### config.mk
export PLATFORM = sky130hd
export DESIGN_NAME = serial_day_to_gregorian_date_unit_flat
export DESIGN_NICKNAME = d
export VERILOG_FILES = /design/src/rtl/sdg_pkg.sv /design/src/rtl/sdg_if.sv /design/src/rtl/sdg_datapath.sv /design/src/rtl/serial_day_to_gregorian_date_unit.sv /design/src/flat_wrapper.sv
export SDC_FILE = /design/constraint.sdc
export NUM_CORES = 1
export LEC_CHECK = 0
export BUFFER_PORTS_ARGS = -buffer_cell sky130_fd_sc_hd__buf_2
export CAP_MARGIN = 20
export CORE_AREA = 2 2 105 107
export DETAILED_ROUTE_END_ITERATION = 8
export DIE_AREA = 0 0 107 109
export PLACE_DENSITY_LB_ADDON = 0.12
export SYNTH_ARGS = -nofsm -noshare
export SYNTH_HDL_FRONTEND = slang
export SYNTH_SLANG_ARGS = --single-unit
### constraint.sdc
create_clock -name clk -period 4.73 [get_ports clk]
set_input_delay 0.946 -clock clk [delete_from_list [all_inputs] [get_ports clk]]
set_output_delay 0.946 -clock clk [all_outputs]
set_load 0.005 [all_outputs]
### src/rtl/sdg_pkg.sv
// Package for the serial day to Gregorian date unit.
// Holds period constants, the microcode format, the program ROM and the month table.
// No dependencies.
package sdg_pkg;

  localparam int unsigned DayW   = 23;
  localparam int unsigned YearW  = 14;
  localparam int unsigned MonthW = 4;
  localparam int unsigned DomW   = 5;
  localparam int unsigned PcW    = 3;

  localparam logic [DayW:0]    EpochOffset = 24'd693594;
  localparam logic [DayW-1:0]  DaysY1      = 23'd365;
  localparam logic [DayW-1:0]  DaysY4      = 23'd1461;
  localparam logic [DayW-1:0]  DaysY100    = 23'd36524;
  localparam logic [DayW-1:0]  DaysY400    = 23'd146097;

  localparam logic [MonthW-1:0] LastMonth  = 4'd11;
  localparam logic [1:0]        LastCentury = 2'd3;
  localparam logic [1:0]        LastYear    = 2'd3;
  localparam logic [4:0]        LastQuad    = 5'd24;

  // Micro-operations. Each one names both the datapath action and the
  // jump condition that goes with it.
  typedef enum logic [2:0] {
    OP_WAIT  = 3'd0,
    OP_CHECK = 3'd1,
    OP_P400  = 3'd2,
    OP_P100  = 3'd3,
    OP_P4    = 3'd4,
    OP_P1    = 3'd5,
    OP_MONTH = 3'd6,
    OP_EMIT  = 3'd7
  } op_t;

  // Program step addresses.
  localparam logic [PcW-1:0] StIdle  = 3'd0;
  localparam logic [PcW-1:0] StCheck = 3'd1;
  localparam logic [PcW-1:0] StP400  = 3'd2;
  localparam logic [PcW-1:0] StP100  = 3'd3;
  localparam logic [PcW-1:0] StP4    = 3'd4;
  localparam logic [PcW-1:0] StP1    = 3'd5;
  localparam logic [PcW-1:0] StMonth = 3'd6;
  localparam logic [PcW-1:0] StEmit  = 3'd7;

  typedef struct packed {
    op_t            op;
    logic [PcW-1:0] jmp;
  } uword_t;

  typedef struct packed {
    op_t  op;
    logic load;
  } dp_ctrl_t;

  typedef struct packed {
    logic take;
    logic date_ok;
  } dp_stat_t;

  typedef struct packed {
    logic [YearW-1:0]  year;
    logic [MonthW-1:0] month;
    logic [DomW-1:0]   day_of_month;
    logic              leap_year;
    logic              date_valid;
  } date_t;

  // Program ROM: when the step's condition holds, jump to jmp, otherwise
  // fall through to the next step (the last step wraps to the first).
  function automatic uword_t ucode(input logic [PcW-1:0] pc);
    uword_t w;
    case (pc)
      StIdle:  w = '{op: OP_WAIT,  jmp: StIdle};
      StCheck: w = '{op: OP_CHECK, jmp: StEmit};
      StP400:  w = '{op: OP_P400,  jmp: StP400};
      StP100:  w = '{op: OP_P100,  jmp: StP100};
      StP4:    w = '{op: OP_P4,    jmp: StP4};
      StP1:    w = '{op: OP_P1,    jmp: StP1};
      StMonth: w = '{op: OP_MONTH, jmp: StMonth};
      StEmit:  w = '{op: OP_EMIT,  jmp: StEmit};
      default: w = '{op: OP_WAIT,  jmp: StIdle};
    endcase
    return w;
  endfunction

  // Month length for a zero-based month index.
  function automatic logic [DomW-1:0] month_len(input logic [MonthW-1:0] m,
                                                input logic leap);
    logic [DomW-1:0] len;
    case (m)
      4'd1:                      len = leap ? 5'd29 : 5'd28;
      4'd3, 4'd5, 4'd8, 4'd10:   len = 5'd30;
      default:                   len = 5'd31;
    endcase
    return len;
  endfunction

endpackage

### src/rtl/sdg_if.sv
// Valid/ready channel interfaces for the serial day to Gregorian date unit.
// Depends on sdg_pkg for field widths.
interface sdg_in_if;
  import sdg_pkg::*;
  logic                   valid;
  logic                   ready;
  logic signed [DayW-1:0] day_number;
  modport source (output valid, output day_number, input ready);
  modport sink   (input valid, input day_number, output ready);
endinterface

interface sdg_out_if;
  import sdg_pkg::*;
  logic              valid;
  logic              ready;
  logic [YearW-1:0]  year;
  logic [MonthW-1:0] month;
  logic [DomW-1:0]   day_of_month;
  logic              leap_year;
  logic              date_valid;
  modport source (output valid, output year, output month, output day_of_month,
                  output leap_year, output date_valid, input ready);
  modport sink   (input valid, input year, input month, input day_of_month,
                  input leap_year, input date_valid, output ready);
endinterface

### src/rtl/sdg_datapath.sv
// Datapath of the date unit: day remainder, year accumulator, period counters
// and month index, stepped by the micro-operation from the sequencer.
// Depends on sdg_pkg.
module sdg_datapath (
  input  logic                           clk,
  input  sdg_pkg::dp_ctrl_t              ctrl,
  input  logic signed [sdg_pkg::DayW-1:0] day_number,
  output sdg_pkg::dp_stat_t              stat,
  output sdg_pkg::date_t                 result
);
  import sdg_pkg::*;

  logic [DayW-1:0]   d;
  logic [YearW-1:0]  y;
  logic [1:0]        b;
  logic [4:0]        c;
  logic [1:0]        q1;
  logic [MonthW-1:0] m;
  logic              date_ok;

  logic signed [DayW:0] t;
  logic [DayW-1:0]      k;
  logic [YearW-1:0]     inc;
  logic                 ge;
  logic                 take;
  logic                 leap;

  assign t = {day_number[DayW-1], day_number} + $signed(EpochOffset);

  // Leap when the year is last in its four-year group, unless it closes a
  // century that is not the last of its 400-year cycle.
  assign leap = (q1 == LastYear) && ((c != LastQuad) || (b == LastCentury));

  always_comb begin
    k   = '0;
    inc = '0;
    case (ctrl.op)
      OP_P400:  begin k = DaysY400; inc = 14'd400; end
      OP_P100:  begin k = DaysY100; inc = 14'd100; end
      OP_P4:    begin k = DaysY4;   inc = 14'd4;   end
      OP_P1:    begin k = DaysY1;   inc = 14'd1;   end
      OP_MONTH: begin k = {{(DayW-DomW){1'b0}}, month_len(m, leap)}; end
      default:  begin k = '0; inc = '0; end
    endcase
    ge = (d >= k);
    case (ctrl.op)
      OP_P400:  take = ge;
      OP_P100:  take = ge && (b != LastCentury);
      OP_P4:    take = ge;
      OP_P1:    take = ge && (q1 != LastYear);
      OP_MONTH: take = ge && (m != LastMonth);
      default:  take = 1'b0;
    endcase
  end

  always_ff @(posedge clk) begin
    if (ctrl.load) begin
      d       <= t[DayW-1:0] - {{(DayW-1){1'b0}}, 1'b1};
      y       <= {{(YearW-1){1'b0}}, 1'b1};
      b       <= '0;
      c       <= '0;
      q1      <= '0;
      m       <= '0;
      date_ok <= !t[DayW] && (t != '0);
    end else if (take) begin
      d <= d - k;
      y <= y + inc;
      case (ctrl.op)
        OP_P100:  b  <= b + 2'd1;
        OP_P4:    c  <= c + 5'd1;
        OP_P1:    q1 <= q1 + 2'd1;
        OP_MONTH: m  <= m + 4'd1;
        default:  ;
      endcase
    end
  end

  assign stat.take    = take;
  assign stat.date_ok = date_ok;

  assign result.year         = date_ok ? y : '0;
  assign result.month        = date_ok ? m + 4'd1 : '0;
  assign result.day_of_month = date_ok ? d[DomW-1:0] + 5'd1 : '0;
  assign result.leap_year    = date_ok && leap;
  assign result.date_valid   = date_ok;

endmodule

### src/rtl/serial_day_to_gregorian_date_unit.sv
// Top level of the serial day to Gregorian date unit: microcode sequencer,
// output register and handshakes. Depends on sdg_pkg, sdg_if and sdg_datapath.
//
//   Channel    Dir   Word contents
//   ---------  ----  -----------------------------------------------------
//   day_in     in    day_number (23-bit signed, days since 1899-12-30)
//   date_out   out   year, month, day_of_month, leap_year, date_valid
//
// One word is converted at a time. The time a word takes is set by the
// number of passes through the single subtractor: one per 400-year period
// (up to 33 over the input range), up to 3 centuries, 24 four-year groups,
// 3 years and 11 months, plus the fall-through step that ends each loop and
// the accept, check and emit steps. A day number before year 1 goes from the check step straight to emit.
// Reset is synchronous and clears only the step counter and the output valid.
// A stall on date_out holds the emit step until the output register frees; a
// new word is taken as soon as the finished result sits in that register.
module serial_day_to_gregorian_date_unit (
  input logic      clk,
  input logic      rst,
  sdg_in_if.sink   day_in,
  sdg_out_if.source date_out
);
  import sdg_pkg::*;

  logic [PcW-1:0] pc;
  logic [PcW-1:0] pc_next;
  uword_t         uw;
  dp_ctrl_t       ctrl;
  dp_stat_t       stat;
  date_t          result;
  date_t          out_word;
  logic           out_valid;
  logic           out_free;
  logic           cond;

  // Fetch the control word for the current step straight from the ROM.
  assign uw = ucode(pc);

  assign out_free = !out_valid || date_out.ready;

  assign day_in.ready = (uw.op == OP_WAIT);

  assign ctrl.op   = uw.op;
  assign ctrl.load = day_in.valid && (uw.op == OP_WAIT);

  // Jump condition for each micro-operation. On a true condition the
  // sequencer goes to the word's jump target, otherwise to the next step.
  always_comb begin
    case (uw.op)
      OP_WAIT:  cond = !day_in.valid;
      OP_CHECK: cond = !stat.date_ok;
      OP_EMIT:  cond = !out_free;
      default:  cond = stat.take;
    endcase
    pc_next = cond ? uw.jmp : pc + 3'd1;
  end

  always_ff @(posedge clk) begin
    if (rst) begin
      pc <= StIdle;
    end else begin
      pc <= pc_next;
    end
  end

  // Output register: loaded in the emit step once the previous word is gone.
  always_ff @(posedge clk) begin
    if (rst) begin
      out_valid <= 1'b0;
    end else if (uw.op == OP_EMIT && out_free) begin
      out_valid <= 1'b1;
    end else if (date_out.ready) begin
      out_valid <= 1'b0;
    end
  end

  always_ff @(posedge clk) begin
    if (uw.op == OP_EMIT && out_free) begin
      out_word <= result;
    end
  end

  sdg_datapath u_datapath (
    .clk        (clk),
    .ctrl       (ctrl),
    .day_number (day_in.day_number),
    .stat       (stat),
    .result     (result)
  );

  assign date_out.valid        = out_valid;
  assign date_out.year         = out_word.year;
  assign date_out.month        = out_word.month;
  assign date_out.day_of_month = out_word.day_of_month;
  assign date_out.leap_year    = out_word.leap_year;
  assign date_out.date_valid   = out_word.date_valid;

endmodule

### src/flat_wrapper.sv
// flat-port wrapper written by rule: the top's interface ports become plain ports
module serial_day_to_gregorian_date_unit_flat import sdg_pkg::*;
  (clk, rst, day_in_valid, day_in_day_number, day_in_ready, date_out_valid, date_out_year, date_out_month, date_out_day_of_month, date_out_leap_year, date_out_date_valid, date_out_ready);
  sdg_in_if day_in_i ();
  sdg_out_if date_out_i ();
  input logic clk;
  input logic rst;
  input wire logic [$bits(day_in_i.valid)-1:0] day_in_valid;
  input wire logic [$bits(day_in_i.day_number)-1:0] day_in_day_number;
  output wire logic [$bits(day_in_i.ready)-1:0] day_in_ready;
  output wire logic [$bits(date_out_i.valid)-1:0] date_out_valid;
  output wire logic [$bits(date_out_i.year)-1:0] date_out_year;
  output wire logic [$bits(date_out_i.month)-1:0] date_out_month;
  output wire logic [$bits(date_out_i.day_of_month)-1:0] date_out_day_of_month;
  output wire logic [$bits(date_out_i.leap_year)-1:0] date_out_leap_year;
  output wire logic [$bits(date_out_i.date_valid)-1:0] date_out_date_valid;
  input wire logic [$bits(date_out_i.ready)-1:0] date_out_ready;
  assign day_in_i.valid = day_in_valid;
  assign day_in_i.day_number = day_in_day_number;
  assign day_in_ready = day_in_i.ready;
  assign date_out_valid = date_out_i.valid;
  assign date_out_year = date_out_i.year;
  assign date_out_month = date_out_i.month;
  assign date_out_day_of_month = date_out_i.day_of_month;
  assign date_out_leap_year = date_out_i.leap_year;
  assign date_out_date_valid = date_out_i.date_valid;
  assign date_out_i.ready = date_out_ready;
  serial_day_to_gregorian_date_unit u_core (.clk(clk), .rst(rst), .day_in(day_in_i), .date_out(date_out_i));
endmodule
# --- After elaboration in Yosys (flattened, before gate mapping) ---
# Memories as Yosys holds them, arrays and structs flattened. A register that Yosys moved wholly into a read port is not among the register bits.
# Cells that the tools add are included.
classes:
  n_addsub: 10
  magnitude_cmp: 1
  n_eq_ne: 18
  mux: 12
  n_reduce_logical: 25
ops:
  columns: ["op", "count"]
  rows:
  - ["case mux 18 bit (5 select lines)", 1]
  - ["2-to-1 mux 23 bit", 2]
  - ["case mux 9 bit (4 select lines)", 1]
  - ["adder 23 x 21 -> 24 bit (second input constant)", 1]
  - ["nonzero test 24 bit", 1]
  - ["greater-or-equal comparator 23 bit", 1]
  - ["subtractor 23 x 1 -> 23 bit (second input constant)", 1]
  - ["subtractor 23 bit", 1]
  - ["adder 14 bit", 1]
  - ["== test 3 bit (second input constant)", 4]
  - ["adder 5 x 1 -> 5 bit (second input constant)", 2]
  - ["== test 4 bit (second input constant)", 2]
  - ["logical AND 1 bit", 8]
  - ["AND reduction 2 bit", 4]
  - ["== test 3 x 2 -> 1 bit (second input constant)", 2]
  - ["2-to-1 mux 3 bit", 2]
  - ["zero test 1 bit", 5]
  - ["!= test 5 bit (second input constant)", 1]
  - ["adder 2 x 1 -> 2 bit (second input constant)", 2]
  - ["adder 4 x 1 -> 4 bit (second input constant)", 1]
  - ["== test 2 bit (second input constant)", 2]
  - ["== test 4 x 1 -> 1 bit (second input constant)", 1]
  - ["== test 4 x 2 -> 1 bit (second input constant)", 1]
  - ["== test 4 x 3 -> 1 bit (second input constant)", 1]
  - ["other kinds (13)", 18]
totals:
  regBits: 80
  rom_bits: 48
  input_bits: 27
  out_inout_bits: 27
  n_memories: 1
mem_list:
  columns: ["name", "depth", "word_bits", "read_ports", "rd_ports_with_merged_regs", "write_ports", "line", "source"]
  rows:
  - ["(no name shown)", 8, 6, 1, 1, 0, "sdg_pkg.sv:73", "case (pc)"]

# --- Logic depth before layout (Yosys ltp) ---
# Gate-level depths: netlist of the first run.
logic_depth:
  word_depth: 12
  depth_mapped: 19
  mapped_depth_nobuf: 19

# --- Cells and area by module ---
# From an unflattened synthesis of the first run, not the netlist that was laid out.
unflattened:
  cells_unflattened: 675
  area_unflattened_um2: 6040.8
modules_own_cells:
  columns: ["mod", "n_inst", "cells_each", "area_per_inst_um2"]
  rows:
  - ["sdg_datapath", 1, 601, 4829.6]
  - ["serial_day_to_gregorian_date_unit", 1, 74, 1211.2]

# --- Least setup slack after synthesis of the first run ---
# OpenSTA, ideal clock, no wires.
synth_path:
  path_kind: "reg2reg"
  startpoint: "register u_core.uw[3] (netlist name)"
  endpoint: "register u_core.u_datapath.d[0] (enable)"
  t_arrival_ps: 3831
  setup_slack_ps: 591
  stages_incl_launch_ff: 16
  n_path_buf: 3
  period_less_slack_ps: 4139
  path_cell_list: "dfxtp_1 -> clkbuf_1 -> clkbuf_1 -> nand2_1 -> nor2_1 -> nor2_1 -> ha_1 -> a21o_1 -> a21o_1 -> a21o_1 -> a221o_1 -> a31o_2 -> a21oi_2 -> a21boi_2 -> clkbuf_1 -> or2_2"
synth_between:
  elab_chain_len: 6
  elab_cells_between_ends: 15
  classes_between: "order compare: 1; eq/ne: 5; mux: 2; reduce/logical: 7"
synth_rtl:
  columns: ["item", "line", "source"]
  rows:
  - ["== test 3 bit / == test 3 x 2 -> 1 bit (equally long branches)", "sdg_datapath.sv:37, sdg_datapath.sv:46", null]
  - ["case mux 18 bit (5 select lines)", "sdg_datapath.sv:37", "case (ctrl.op)"]
  - ["greater-or-equal comparator 23 bit", "sdg_datapath.sv:45", "ge = (d >= k);"]
  - ["logical AND 1 bit (on tied branches)", "sdg_datapath.sv:51, sdg_datapath.sv:48, sdg_datapath.sv:50", null]
  - ["case mux 1 bit (4 select lines)", "sdg_datapath.sv:46", "case (ctrl.op)"]
  - ["nonzero test 2 bit (no line) *", null, null]
  - ["to (signal assigned)", "sdg_datapath.sv:58", "d <= t[DayW-1:0] - {{(DayW-1){1'b0}}, 1'b1};"]
  - ["to (signal assigned)", "sdg_datapath.sv:66", "d <= d - k;"]
  - ["to (decl)", "sdg_datapath.sv:13", "logic [DayW-1:0] d;"]
# Mark *: on every way between the ends. The rest lies on a longest branch, timed or not.
# A chain may end at the register's enable or synchronous reset.

# --- Worst setup path after layout of the first run ---
layout_path:
  startpoint: "register u_core.u_datapath.m[0]"
  endpoint: "register u_core.u_datapath.d[20], data pin"
layout_between:
  elab_chain_len: 7
  elab_cells_between_ends: 11
  classes_between: "add/sub: 1; eq/ne: 5; mux: 4; reduce/logical: 1"
layout_rtl:
  columns: ["item", "line", "source"]
  rows:
  - ["from (decl)", "sdg_datapath.sv:18", "logic [MonthW-1:0] m;"]
  - ["from (signal assigned)", "sdg_datapath.sv:72", "OP_MONTH: m <= m + 4'd1;"]
  - ["== test 4 x 2 -> 1 bit, or another cell as far along", "sdg_pkg.sv:91", "case (m)"]
  - ["OR reduction 4 bit", "sdg_pkg.sv:91", null]
  - ["case mux 2 bit (2 select lines) *", "sdg_pkg.sv:91", null]
  - ["case mux 18 bit (5 select lines) *", "sdg_datapath.sv:37", null]
  - ["subtractor 23 bit *", "sdg_datapath.sv:66", null]
  - ["2-to-1 mux 23 bit *", "sdg_datapath.sv:65", "end else if (take) begin"]
  - ["2-to-1 mux 23 bit *", "sdg_datapath.sv:57", "if (ctrl.load) begin"]
# Mark *: on every way between the ends. The rest lies on a longest branch, timed or not. The select of a mux whose other input is x is not followed.

==> impl_metrics.tcl, run 1 <==
set metrics [dict create \
    finalHoldViolations 0 \
    finalSetupViolations 0 \
    path_clk_slew_ns 0.10 \
    slew_violations 0 \
    min_from "u_core.u_datapath.y[13]" \
    fillers 937 \
    grt_overflow_total 0 \
    yosys_register_bits 85 \
    ys_types 76 \
    end_kind "flop" \
    hpwl_mm 9.05 \
    h-tree-depth 3 \
    vias 4736 \
    std_cell_rows 38 \
    wire_per_inst_um 14.6 \
    power.leakage_nw 2.70 \
    grt_pass1_wl_mm 20.3 \
    start_util 0.558 \
    maxCapViolations 0 \
    slew_headroom 0.520 \
    fin_cells 831 \
    worstPathArrival_ns 4.36 \
    yosys_warnings 0 \
    ir_drop_mv 0.229 \
    grtUsageTotal 0.217 \
    fmax_ghz 0.236 \
    min_to "u_core.u_datapath.y[13]" \
    crit_path_cell_trace "inv_1 -> ha_1 -> o21ai_0 -> o31a_1 -> o21ai_0 -> a21o_1 -> a21boi_0 -> ha_1 -> fa_1 -> nor2b_1 -> o21ai_0 -> a21oi_1 -> a211oi_1 -> o21bai_1 -> a211o_1 -> a2111oi_4 -> xnor2_1 -> o21ai_1" \
    syn_nets 708 \
    tns_ns 0 \
    gp_congestion 0.837 \
    num_antenna_cells 0 \
    cts_root_buffer "clkbuf_8" \
    path_buf_inv 1 \
    grt_max_degree 43 \
    multi_input_comb_area_mm2 0.00352 \
    max_stage_delay_ns 0.46 \
    numClockSinks 85 \
    cts_tree "yes" \
    min_period_over_period 0.897 \
    insertion_delay_ns 0.37 \
    skew_ns 0.0132 \
    seqCellArea_mm2 0.00219 \
    rr_worst_depth 18 \
    path_class "flop to flop" \
    antenna_found_initial 0 \
    power_density_mw_per_mm2 557 \
    antenna_left 0 \
    cts_hold_buf 0 \
    nets 751 \
    synth.largest_area_cell "edfxtp_1" \
    r2r_slack_ns 0.49 \
    synth_common_cells "nand2_1 (58), nor2_1 (52), edfxtp_1 (49), a21oi_1 (39), ha_1 (37)" \
    rsz0062_at_grt "false" \
    area_growth_pct 9.79 \
    synthFlopType "edfxtp_1" \
    cp_top_family "compound AO/OA/AOI/OAI gates" \
    synth_top_area_frac 0.249 \
    synthArstFlopShare 0 \
    worstReg2RegEnd "u_core.u_datapath.d[20]" \
    place_inst 814 \
    yosysSeqAreaShare 0.370 \
    cpMostUsedCell "o21ai_0" \
    yosysMostFrequentCell "nand2_1" \
    drive_above_1_share 0.158 \
    cp.required_ns 4.84 \
    synth_area_leaders "edfxtp_1 (25%), dfxtp_1 (12%), ha_1 (7.8%), xnor2_1 (5.2%), xor2_1 (4.3%)" \
    avgSynthCellArea_um2 9.20 \
    tightest_slew_ns 0.714 \
    cts_buffers 9 \
    port_buffers 53 \
    drc 0 \
    core-area_mm2 0.0106 \
    fp.dieH_um 109 \
    holdPathStages 1 \
    fin_util 0.613 \
    postCtsSetupRepairBufs 0 \
    fin_crit_ns 4.24 \
    first_global_vias 4454 \
    die_area_mm2 0.0117 \
    avgViaCountPerCell 5.70 \
    firstDrtPassIters 5 \
    synth.cell_area_mm2 0.00592 \
    rr_startpoint "u_core.u_datapath.m[0]" \
    syn_inst 643 \
    ioPinCount 54 \
    finalWirelength_mm 12.2 \
    die_x_um 107 \
    crit_slowest_cell "dfxtp_1" \
    cts_buffer_depth 2 \
    synth_edf_count 49 \
    status "completed" \
    hp-class "flop to flop" \
    crit_fanout 6 \
    cts_resized 0 \
    drt_iter0_drc 261 \
    cp-start-kind "flop" \
]
==> cell type report <==
type / count / share of cell area
multi-input cells: 507 / 0.542
flip-flops and latches: 85 / 0.337
repair buffers: 59 / 0.0489
well taps: 140 / 0.0270
clock buffers: 10 / 0.0229
inverters: 24 / 0.0139
clock inverters: 6 / 0.00751
==> power breakdown <==
| group | leakage (nW) | total, W | switching [W] | internal [W] |
|---|---|---|---|---|
| clock | 0.103 | 0.000513 | 0.000283 | 0.000229 |
| combinational | 1.84 | 0.00185 | 0.00107 | 0.000787 |
| sequential | 0.755 | 0.00125 | 0.000163 | 0.00109 |
==> sequential cells by signal, indices dropped and copies added (netlist names) <==
register / flops
u_core.u_datapath.d: 23
u_core.u_datapath.date_ok: 1
u_core.date_out.leap_year: 1
u_core.u_datapath.b: 2
u_core.u_datapath.m: 4
u_core.date_out.valid: 1
u_core.pc: 3
u_core.date_out.day_of_month: 5
u_core.date_out.month: 4
u_core.date_out.year: 14
u_core.date_out.date_valid: 1
u_core.u_datapath.q1: 2
u_core.u_datapath.y: 14
u_core.uw: 5
u_core.u_datapath.c: 5
==> cells in the final DEF, fill, tap and decap left out, drive strengths merged, types with 29 or more instances in the layout <==
cell and count:
buf 59, dfxtp 36, xor2 29, nor2 53, ha 37, edfxtp 49
xnor2 36, a21oi 41, o21ai 34, nand2 58
==> layer usage <==
layer | GRT usage | wire length [um]
met5 | 0 | 0
met4 | 0.0918 | 270
met3 | 0.0329 | 369
met2 | 0.374 | 5900
met1 | 0.272 | 5620
==> cells by family after synthesis <==
| logic type | synth area share |
|---|---|
| and+or+nand+nor | 0.206 |
| AOI/OAI and AO/OA | 0.177 |
| DFF | 0.370 |
| xor gates and xnor gates | 0.0975 |
| buffers and inverters | 0.0345 |
| adders and majority gates | 0.0816 |
| muxes | 0.0326 |
==> per-stage QoR <==
step	power [W]	worst slack, ns	cell area [um^2]	hold WS, ns
after CTS	0.00363	0.505	6480	0.469
after detailed placement	0.00311	0.535	6280	0.457
after global routing	0.00392	0.176	6500	0.499
final	0.00362	0.488	6500	0.468
after global placement	0.00304	0.693	6280	0.438
after floorplan	0.00267	0.591	5920	0.425
==> worst max path at each step <==
stage | from | end | cells after the start
global route | u_core.u_datapath.m[0] | u_core.u_datapath.d[20] | 18
CTS | u_core.u_datapath.m[0] | u_core.u_datapath.d[20] | 18
global placement | u_core.u_datapath.m[0] | u_core.u_datapath.d[20] | 18
detailed placement | u_core.u_datapath.m[0] | u_core.u_datapath.d[20] | 18
floorplan | u_core.uw[3] | u_core.u_datapath.d[0] | 15
finish | u_core.u_datapath.m[0] | u_core.u_datapath.d[20] | 18
Note: power is estimated with default switching activity, not from simulation.
==> run 2, diff against run 1 <==
- CORE_AREA: 2 2 105 107 -> 2 2 144 146
- DIE_AREA: 0 0 107 109 -> 0 0 146 148
==> impl_metrics.tcl, run 2 (synthesis results as in run 1) <==
set metrics [dict create \
    status "completed" \
    gp_congestion 0.755 \
    crit_fanout 6 \
    nets 753 \
    power.leakage_nw 2.75 \
    finalWirelength_mm 13.8 \
    finalSetupViolations 0 \
    cts_buffers 9 \
    grtUsageTotal 0.130 \
    layout_commonest_cell "nand2_1" \
    maxCapViolations 0 \
    postCtsSetupRepairBufs 0 \
    first_global_vias 4573 \
    drive_above_1_share 0.160 \
    rsz0062_at_grt "false" \
    port_buffers 53 \
    cp.required_ns 4.80 \
    cts_hold_buf 0 \
    multi_input_comb_area_mm2 0.00352 \
    die_x_um 146 \
    hpwl_mm 10.4 \
    post-place-ws_ns 0.457 \
    min_to "u_core.u_datapath.y[13]" \
    slew_violations 0 \
    firstDrtPassIters 4 \
    h-tree-depth 3 \
    rr_worst_depth 18 \
    holdPathStages 1 \
    worstReg2RegEnd "u_core.u_datapath.d[20]" \
    crit_path_cell_trace "inv_1 -> ha_1 -> o21ai_0 -> o31a_1 -> o21ai_0 -> a21o_1 -> a21boi_0 -> ha_1 -> fa_1 -> nor2b_1 -> o21ai_0 -> a21oi_1 -> a211oi_1 -> o21bai_1 -> a211o_1 -> a2111oi_4 -> xnor2_1 -> o21ai_1" \
    ioPinCount 54 \
    cpMostUsedCell "o21ai_0" \
    path_clk_slew_ns 0.07 \
    die_area_mm2 0.0216 \
    tns_ns 0 \
    r2r_slack_ns 0.49 \
    antenna_left 0 \
    avgViaCountPerCell 4.83 \
    worstPathArrival_ns 4.32 \
    start_util 0.295 \
    cp-start-kind "flop" \
    cts_root_buffer "clkbuf_16" \
    wire_per_inst_um 14.3 \
    fp.dieH_um 148 \
    cts_resized 0 \
    antenna_found_initial 0 \
    place_inst 947 \
    max_stage_delay_ns 0.45 \
    slew_headroom 0.505 \
    min_period_over_period 0.897 \
    grt_pass1_wl_mm 23.0 \
    num_antenna_cells 0 \
    vias 4650 \
    grt_max_degree 43 \
    end_kind "flop" \
    area_growth_pct 14.1 \
    fillers 2127 \
    power_density_mw_per_mm2 567 \
    fin_crit_ns 4.24 \
    fin_util 0.337 \
    insertion_delay_ns 0.34 \
    fmax_ghz 0.236 \
    numClockSinks 85 \
    setup_ws_ns 0.489 \
    cts_buffer_depth 2 \
    finalHoldViolations 0 \
    hp-class "flop to flop" \
    seqCellArea_mm2 0.00219 \
    ir_drop_mv 0.239 \
    path_buf_inv 1 \
    top_register "u_core.u_datapath.d" \
    std_cell_rows 52 \
    min_from "u_core.u_datapath.y[13]" \
    largest_reg_flops 23 \
    tightest_slew_ns 0.737 \
    cp_top_family "compound AO/OA/AOI/OAI gates" \
    mostFrequentLayoutCells "nand2_1 (58), buf_2 (53), nor2_1 (52), edfxtp_1 (49), a21oi_1 (39)" \
    crit_slowest_cell "dfxtp_1" \
    rr_startpoint "u_core.u_datapath.m[0]" \
    core-area_mm2 0.0200 \
    path_class "flop to flop" \
    skew_ns 0.00870 \
    drc 0 \
    drt_iter0_drc 190 \
    grt_overflow_total 0 \
    fin_cells 963 \
    power_w 0.00383 \
    cts_tree "yes" \
]
[run 2: per-layer routing]
layer | GRT usage | up-vias | share of wire
li1 | - | 2411 | -
met1 | 0.178 | 2143 | 0.50
met2 | 0.211 | 83 | 0.45
met3 | 0.0219 | 13 | 0.036
met4 | 0.0422 | 0 | 0.017
met5 | 0 | - | 0
[run 2: cell type report]
type                       count  share of cell area
inverter                      24              0.0133
clock inverter                 6             0.00667
sequential                    85               0.325
timing repair buffer          61              0.0482
tap                          270              0.0500
clock buffer                  10              0.0354
multi-input combinational    507               0.522
[run 2: report_power, final]
group,internal (W),total [W],switching (W)
logic,0.000795,0.00190,0.00110
registers,0.00109,0.00124,0.000155
clock network,0.000374,0.000684,0.000310
total,0.00226,0.00383,0.00157
[run 2: worst max path at each step]
| stage | from | end | slack, ns | cells after the start |
|---|---|---|---|---|
| final | u_core.u_datapath.m[0] | u_core.u_datapath.d[20] | 0.49 | 18 |
| after global routing | u_core.u_datapath.c[0] | u_core.u_datapath.d[20] | 0.13 | 19 |
| after CTS | u_core.u_datapath.m[0] | u_core.u_datapath.d[20] | 0.46 | 18 |
| after detailed placement | u_core.u_datapath.m[0] | u_core.u_datapath.d[20] | 0.46 | 18 |
| after global placement | u_core.u_datapath.m[0] | u_core.u_datapath.d[20] | 0.60 | 18 |
| after floorplan | u_core.uw[3] | u_core.u_datapath.d[0] | 0.59 | 15 |
[run 2: metrics by stage]
stage | instance area (um^2) | hold WS, ns
finish | 6750 | 0.457
global route | 6750 | 0.508
CTS | 6750 | 0.455
detailed placement | 6470 | 0.446
global placement | 6470 | 0.437
floorplan | 5920 | 0.425
==> run 3, diff against run 2 <==
- ABC_AREA: not set -> 1
- CORE_AREA: 2 2 144 146 -> 2 2 107 109
- DIE_AREA: 0 0 146 148 -> 0 0 109 111
- TNS_END_PERCENT: not set -> 30
==> impl_metrics.tcl, run 3 <==
set metrics [dict create \
    status "completed" \
    synth.largest_area_cell "edfxtp_1" \
    ys_types 47 \
    cts_root_buffer "clkbuf_16" \
    finalWirelength_mm 15.8 \
    end_kind "flop" \
    die_area_mm2 0.0121 \
    path_class "flop to flop" \
    h-tree-depth 3 \
    cts_buffer_depth 2 \
    maxCapViolations 0 \
    rsz0062_at_grt "false" \
    drc 0 \
    finalHoldViolations 0 \
    cp.required_ns 4.69 \
    synth-simple-area-share 0.317 \
    avgViaCountPerCell 5.43 \
    grt_overflow_total 0 \
    synth.cell_area_mm2 0.00654 \
    syn_nets 1004 \
    synthArstFlopShare 0 \
    synth_area_leaders "edfxtp_1 (23%), nand2_1 (13%), dfxtp_1 (11%), ha_1 (7.1%), inv_1 (7.0%)" \
    synthFlopType "edfxtp_1" \
    synth_edf_count 49 \
    wire_per_inst_um 13.9 \
    first_global_vias 5937 \
    cts_hold_buf 0 \
    grt_pass1_wl_mm 26.4 \
    start_util 0.590 \
    port_buffers 53 \
    fin_crit_ns 3.85 \
    core-area_mm2 0.0111 \
    ioPinCount 54 \
    avgSynthCellArea_um2 6.96 \
    fmax_ghz 0.260 \
    synth_common_cells "nand2_1 (222), inv_1 (122), nor2_1 (98), a21oi_1 (83), nand3_1 (65)" \
    largest_reg_flops 23 \
    grt_max_degree 31 \
    postCtsSetupRepairBufs 0 \
    crit_fanout 23 \
    worstPathArrival_ns 3.81 \
    tightest_slew_ns 1.01 \
    yosys.area_share.xor_xnor 0.0415 \
    yosysMostFrequentCell "nand2_1" \
    antenna_found_initial 0 \
    insertion_delay_ns 0.34 \
    post-place-ws_ns 0.878 \
    std_cell_rows 39 \
    ir_drop_mv 0.408 \
    yosys_warnings 0 \
    synth_mux_area_frac 0.00153 \
    synth_fa_ha_area_frac 0.0739 \
    cp-start-kind "flop" \
    hp-class "flop to flop" \
    slew_headroom 0.328 \
    tns_ns 0 \
    power.leakage_nw 3.37 \
    setup_ws_ns 0.879 \
    synth_compound_area_frac 0.143 \
    vias 6198 \
    finalSetupViolations 0 \
    drt_iter0_drc 362 \
    num_antenna_cells 0 \
    yosysSeqAreaShare 0.335 \
    cts_buffers 9 \
    synth_top_family_by_area "simple AND/OR/NAND/NOR gates" \
    min_period_over_period 0.814 \
    hpwl_mm 12.3 \
    numClockSinks 85 \
    fillers 1038 \
    seqCellArea_mm2 0.00219 \
    nets 1058 \
    layout_commonest_cell "nand2_1" \
    skew_ns 0.00624 \
    top_register "u_core.u_datapath.d" \
    synth_top_area_frac 0.225 \
    mostFrequentLayoutCells "nand2_1 (222), inv_1 (122), nor2_1 (98), a21oi_1 (83), nand3_1 (65)" \
    gp_congestion 0.951 \
    power_density_mw_per_mm2 649 \
    syn_inst 939 \
    cts_resized 0 \
    antenna_left 0 \
    firstDrtPassIters 5 \
    area_growth_pct 11.0 \
    multi_input_comb_area_mm2 0.00377 \
    path_clk_slew_ns 0.06 \
    slew_violations 0 \
    yosys_register_bits 85 \
    grtUsageTotal 0.274 \
    die_x_um 109 \
    cts_tree "yes" \
    fp.dieH_um 111 \
    drive_above_1_share 0.127 \
]
## run 3: logic make-up after synthesis
| group | Yosys count |
|---|---|
| simple gates | 462 |
| compound gates | 173 |
| buf+inv | 149 |
| flops | 85 |
| fa+ha+maj | 38 |
| xor+xnor | 31 |
| mux | 1 |
## run 3: routing by layer
| layer | wire (um) | GRT usage |
|---|---|---|
| met5 | 0 | 0 |
| met1 | 6690 | 0.314 |
| met3 | 601 | 0.0394 |
| met4 | 711 | 0.147 |
| met2 | 7800 | 0.480 |
## run 3: critical path, stage by stage, from the launching register on
cell,delay [ns]
dfxtp_1,0.37
inv_2,0.12
nand2_1,0.09
nor2_1,0.42
inv_1,0.22
nand2_1,0.13
inv_1,0.06
ha_1,0.37
nand2_1,0.13
nor3_1,0.24
a21oi_1,0.11
nand2_1,0.13
nand2_1,0.07
nand3_1,0.09
nand2_2,0.17
nand2_1,0.74
## run 3: path summary, 6_finish.rpt
check	cells past startpoint	slack, ns	start	endpoint
min	2	0.48	u_core.u_datapath.b[1]	u_core.u_datapath.b[1]
max reg2reg	15	0.88	u_core.uw[3]	u_core.u_datapath.d[0]
min reg2reg	2	0.48	u_core.u_datapath.b[1]	u_core.u_datapath.b[1]
max	15	0.88	u_core.uw[3]	u_core.u_datapath.d[0]
## run 3: power breakdown
| group | total [W] | switching (W) | internal (W) | leakage [nW] |
|---|---|---|---|---|
| Combinational | 0.00263 | 0.00174 | 0.000895 | 2.46 |
| Clock | 0.000719 | 0.000295 | 0.000424 | 0.151 |
| Sequential | 0.00136 | 0.000197 | 0.00116 | 0.760 |
| Total | 0.00471 | 0.00223 | 0.00248 | 3.37 |
## run 3: through the flow
stage | power [W] | hold slack [ns] | cell area, um^2 | util | cells
finish | 0.00471 | 0.484 | 7250 | 0.655 | 1141
global route | 0.00512 | 0.502 | 7250 | 0.655 | 1141
CTS | 0.00469 | 0.486 | 7250 | 0.655 | 1141
detailed placement | 0.00395 | 0.475 | 6950 | 0.627 | 1125
global placement | 0.00393 | 0.471 | 6950 | 0.627 | 1125
floorplan | 0.00329 | 0.424 | 6540 | - | 939
## run 3: final cells by class
class | instances | share of cell area
Clock buffer | 13 | 0.0390
Clock inverter | 3 | 0.00328
Inverter | 135 | 0.0699
Multi-Input combinational cell | 705 | 0.520
Sequential cell | 85 | 0.302
Tap cell | 143 | 0.0247
Timing Repair Buffer | 57 | 0.0407
